[src/rtl/slw_pkg.sv]
// Shared command, status and controller types for the log window.
package slw_pkg;
	localparam logic [3:0] CMD_APPEND    = 4'd0;
	localparam logic [3:0] CMD_APPEND_AT = 4'd1;
	localparam logic [3:0] CMD_TERM_AT   = 4'd2;
	localparam logic [3:0] CMD_TRUNC_SUF = 4'd3;
	localparam logic [3:0] CMD_TRUNC_PRE = 4'd4;
	localparam logic [3:0] CMD_SET_SNAP  = 4'd5;
	localparam logic [3:0] CMD_RANGE     = 4'd6;
	localparam logic [3:0] CMD_CAN_SERVE = 4'd7;
	localparam logic [3:0] CMD_CLEAR     = 4'd8;

	localparam logic [1:0] ST_OK   = 2'd0;
	localparam logic [1:0] ST_REJ  = 2'd1;
	localparam logic [1:0] ST_FULL = 2'd2;

	localparam int RESULT_LIMIT = 64;

	// controller -> datapath
	typedef struct packed {
		logic latch;     // capture command operands
		logic rd_head;   // read oldest slot
		logic rd_tail;   // read newest slot
		logic rd_off;    // read slot at walk offset
		logic exec;      // run single-result command with head data
		logic pop_tail;  // drop newest entry
		logic pop_head;  // drop oldest entry
		logic fix_last;  // recompute last sequence after suffix truncation
		logic rng_init;  // set up range walk
		logic rng_emit;  // emit one range entry
		logic emit_done; // emit plain done result
		logic emit_term; // emit term read from the offset slot
	} slw_cmd_t;

	// datapath -> controller
	typedef struct packed {
		logic [3:0] command;
		logic       empty;
		logic       tail_ge;   // newest seq >= seq_arg
		logic       head_le;   // oldest seq <= seq_arg
		logic       rng_ok;    // range has entries
		logic       rng_more;  // more range entries after this one
		logic       term_hit;  // term lookup needs the slot at the offset
	} slw_stat_t;
endpackage

[src/rtl/slw_ctrl.sv]
// Controller state machine of the log window.
module slw_ctrl
	import slw_pkg::*;
(
	input  logic      clk,
	input  logic      arst_n,
	input  logic      start,
	input  slw_stat_t stat,
	output slw_cmd_t  cmd,
	output logic      busy
);
	localparam logic [3:0] S_IDLE  = 4'd0;
	localparam logic [3:0] S_HEAD  = 4'd1;
	localparam logic [3:0] S_EXEC  = 4'd2;
	localparam logic [3:0] S_TOFF  = 4'd3;
	localparam logic [3:0] S_TWAIT = 4'd4;
	localparam logic [3:0] S_STAIL = 4'd5;
	localparam logic [3:0] S_SCHK  = 4'd6;
	localparam logic [3:0] S_SFIX  = 4'd7;
	localparam logic [3:0] S_PHEAD = 4'd8;
	localparam logic [3:0] S_PCHK  = 4'd9;
	localparam logic [3:0] S_RINIT = 4'd10;
	localparam logic [3:0] S_RRD   = 4'd11;
	localparam logic [3:0] S_REMIT = 4'd12;
	localparam logic [3:0] S_SLAST = 4'd13;

	logic [3:0] state_q, state_d;

	always_ff @(posedge clk or negedge arst_n) begin
		if (!arst_n) state_q <= S_IDLE;
		else state_q <= state_d;
	end

	assign busy = (state_q != S_IDLE);

	always_comb begin
		cmd = '0;
		state_d = state_q;
		unique case (state_q)
			S_IDLE: if (start) begin
				cmd.latch = 1'b1;
				state_d = S_HEAD;
			end
			S_HEAD: begin
				cmd.rd_head = 1'b1;
				case (stat.command)
					CMD_TRUNC_SUF: state_d = S_STAIL;
					CMD_TRUNC_PRE: state_d = S_PHEAD;
					CMD_RANGE:     state_d = S_RINIT;
					default:       state_d = S_EXEC;
				endcase
			end
			S_EXEC: begin
				cmd.exec = 1'b1;
				state_d = stat.term_hit ? S_TOFF : S_IDLE;
			end
			S_TOFF: begin
				cmd.rd_off = 1'b1;
				state_d = S_TWAIT;
			end
			S_TWAIT: begin
				cmd.emit_term = 1'b1;
				state_d = S_IDLE;
			end
			S_STAIL: begin
				cmd.rd_tail = 1'b1;
				state_d = S_SCHK;
			end
			S_SCHK: begin
				if (!stat.empty && stat.tail_ge) begin
					cmd.pop_tail = 1'b1;
					state_d = S_SLAST;
				end else begin
					cmd.fix_last = 1'b1;
					cmd.emit_done = 1'b1;
					state_d = S_IDLE;
				end
			end
			S_SLAST: begin
				cmd.rd_tail = 1'b1;
				state_d = S_SCHK;
			end
			S_SFIX: state_d = S_IDLE;
			S_PHEAD: begin
				cmd.rd_head = 1'b1;
				state_d = S_PCHK;
			end
			S_PCHK: begin
				if (!stat.empty && stat.head_le) begin
					cmd.pop_head = 1'b1;
					state_d = S_PHEAD;
				end else begin
					cmd.emit_done = 1'b1;
					state_d = S_IDLE;
				end
			end
			S_RINIT: begin
				cmd.rng_init = 1'b1;
				state_d = stat.rng_ok ? S_RRD : S_IDLE;
			end
			S_RRD: begin
				cmd.rd_off = 1'b1;
				state_d = S_REMIT;
			end
			S_REMIT: begin
				cmd.rng_emit = 1'b1;
				state_d = stat.rng_more ? S_RRD : S_IDLE;
			end
			default: state_d = S_IDLE;
		endcase
	end
endmodule

[config.mk]
export PLATFORM = sky130hd
export DESIGN_NAME = slw_ctrl
export DESIGN_NICKNAME = d
export VERILOG_FILES = /design/src/rtl/slw_pkg.sv /design/src/rtl/slw_ctrl.sv
export SDC_FILE = /design/constraint.sdc
export NUM_CORES = 1
export LEC_CHECK = 0
export BUFFER_PORTS_ARGS = -buffer_cell sky130_fd_sc_hd__buf_2
export CORE_AREA = 2 2 39 41
export DETAILED_ROUTE_END_ITERATION = 6
export DIE_AREA = 0 0 41 43
export GPL_TIMING_DRIVEN = 0
export PLACE_DENSITY = 0.77
export SYNTH_ARGS = -nofsm -noshare
export SYNTH_HDL_FRONTEND = slang
export SYNTH_SLANG_ARGS = --single-unit
[constraint.sdc]
create_clock -name clk -period 2.9 [get_ports clk]
set_clock_uncertainty 0.2 [all_clocks]
set_input_delay 0.725 -clock clk [delete_from_list [all_inputs] [get_ports clk]]
set_output_delay 0.725 -clock clk [all_outputs]
set_load 0.1 [all_outputs]
==> flow_summary.ini <==
[layout]
fin_area_um2 = 710.7
reg_top3 = state_q x4
max_flop_register = state_q
nFillCells = 137
drive_above_1_share = 0.5217
area_delta_synth_final_pct = 45.64
final_common_cell = buf_2
diodes = 0
final_cell_mix = buf_2 (26), nand2b_1 (7), nor2_1 (7)
nNetsFinal = 107
largest_reg_flops = 4

[setup_path]
critical_path_class = input pin to output pin
cp-end-kind = output pin
slowest_delay_ns = 0.48
slowest_stage = buf_2
crit_path_frequent_cell = buf_2
critPathArrivalTime_ns = 1.74
path_cells = buf_2 -> nor2b_4 -> nor4b_4 -> buf_2
start_kind = input pin
critPathRequiredTime_ns = 1.98
crit_fanout = 3

[clock_tree]
clockBufferDepth = 2
post_cts_resized = 0
clock_latency_ns = 0.25
hold_buffers = 0
cts_root_buf = clkbuf_4
cts_made_buffers = 3
clock_sinks = 4
htreeDepth = 1
cts.clk_slew.worst_paths_ns = 0.04
cts_setup_buffers = 0
cts_tree = yes

[sta]
finalSetupViolCount = 0
tightestPinTransition_ns = 0.4874
fin_crit_sh = 0.9189
maxSlewViolCount = 0
max_freq_mhz = 375.3
worst_hold_slack_ns = 0.07697
hold_viol = 0
max_slew_margin = 0.6773
period_minus_slack_ns = 2.665
rsz0062_at_grt = false
setup_tns_ns = 0

[die]
die-height_um = 43
coreArea_um2 = 1384
start_util = 0.3526
die_area_um2 = 1763
rows = 14
die_w_um = 41
ioPinCount = 26

[logic_synthesis]
synth_cells = 64
synth.top_cell.area_share = 0.2051
yosysTopAreaCell = dfrtp_1
synth_area_per_cell_um2 = 7.625
ys_seq_area_frac = 0.2051
ys_warn_count = 0
syn_nets = 77
synthTopCellsByArea = dfrtp_1 (21%), nand2b_1 (9.0%), nor3_1 (7.2%)
synth-seq-cells = 4
synth.distinct_cells = 32
synthesis.area_um2 = 488.0

[grt]
grt_pass1_wl_um = 2007
grt_pass1_vias = 493
antenna_found_initial = 0
overflow = 0
gr-usage-all-layers = 0.1762
grt_max_degree = 11

[drt]
drc_errors = 0
vias = 556
initialDrtViolationCount = 5
ant_nets = 0
viasPerCell = 5.148
wl_per_cell_um = 12.42
wl_um = 1341
drt-pass1-iter-count = 4

[placement]
port_buffers = 25
gp_congestion = 0.8242
dp_hpwl_um = 1050
postPlaceCellArea_um2 = 688.2

[worst_hold_path]
holdCritPathClass = input pin to async pin

[job]
cap_violations = 0

[run_status]
status = finished clean
[worst max-delay path: cells and delay by family]
kind | cells | cell delay, ns
buf+inv | 2 | 0.60
simple gates | 2 | 0.42
[per-layer routing]
layer / part of all wire / track usage / vias up / wire [um]
met1: 0.43 / 0.1883 / 248 / 576
li1: - / - / 281 / -
met5: 0 / 0 / - / 0
met3: 0.063 / 0.03141 / 3 / 85
met4: 0.017 / 0.1267 / 0 / 23
met2: 0.49 / 0.2875 / 24 / 655
[through the flow]
| step | worst slack [ns] | utilization | cells |
|---|---|---|---|
| floorplan | -0.3881 | - | 64 |
| global placement | 0.2424 | 0.4973 | 105 |
| detailed placement | 0.2489 | 0.4973 | 105 |
| CTS | 0.2443 | 0.5136 | 108 |
| global route | 0.1915 | 0.5136 | 108 |
| finish | 0.2352 | 0.5136 | 108 |
[cell usage after synthesis, drive strengths merged]
library cell,instances
nor3b,1
nor4,1
nor3,7
a21o,1
nand3b,1
nor2b,3
a211oi,1
o22ai,1
a21oi,2
a31oi,1
nor2,9
nor4b,1
a32oi,1
buf,4
dfrtp,4
and3,2
nand4bb,1
nand2,5
inv,2
nand3,2
xnor2,1
and2,1
o21ai,4
nand2b,8
[cells by family after synthesis]
group                     share of synthesized area
AOI/OAI and AO/OA                            0.1615
buffers and inverters                       0.08716
and+or+nand+nor                              0.5282
xor gates and xnor gates                    0.01795
DFF                                          0.2051
[worst paths after layout]
| kind | from | end | slack (ns) | depth (start not counted) |
|---|---|---|---|---|
| max | stat[5] | cmd[6] | 0.24 | 4 |
| min | arst_n | state_q[3]$_DFFE_PN0P_ | 0.08 | 1 |
| max reg2reg | state_q[1]$_DFFE_PN0P_ | state_q[0]$_DFFE_PN0P_ | 1.36 | 4 |
| min reg2reg | state_q[0]$_DFFE_PN0P_ | state_q[1]$_DFFE_PN0P_ | 0.53 | 4 |
| max in group asynchronous | arst_n | state_q[0]$_DFFE_PN0P_ | 2.30 | 1 |
| min in group clk | state_q[0]$_DFFE_PN0P_ | state_q[1]$_DFFE_PN0P_ | 0.53 | 4 |
[area by class of cell]
class | count | area, um^2 | area share
multi-input combinational | 54 | 400.4 | 0.5634
timing repair buffer | 25 | 125.1 | 0.1761
sequential | 4 | 100.1 | 0.1408
buffer | 4 | 35.03 | 0.04930
clock buffer | 3 | 22.52 | 0.03169
tap | 16 | 20.02 | 0.02817
inverter | 2 | 7.507 | 0.01056
Power is left out: the tool's default activity adds up to more than one toggle a clock period on the data nets, which glitch-free logic cannot reach.
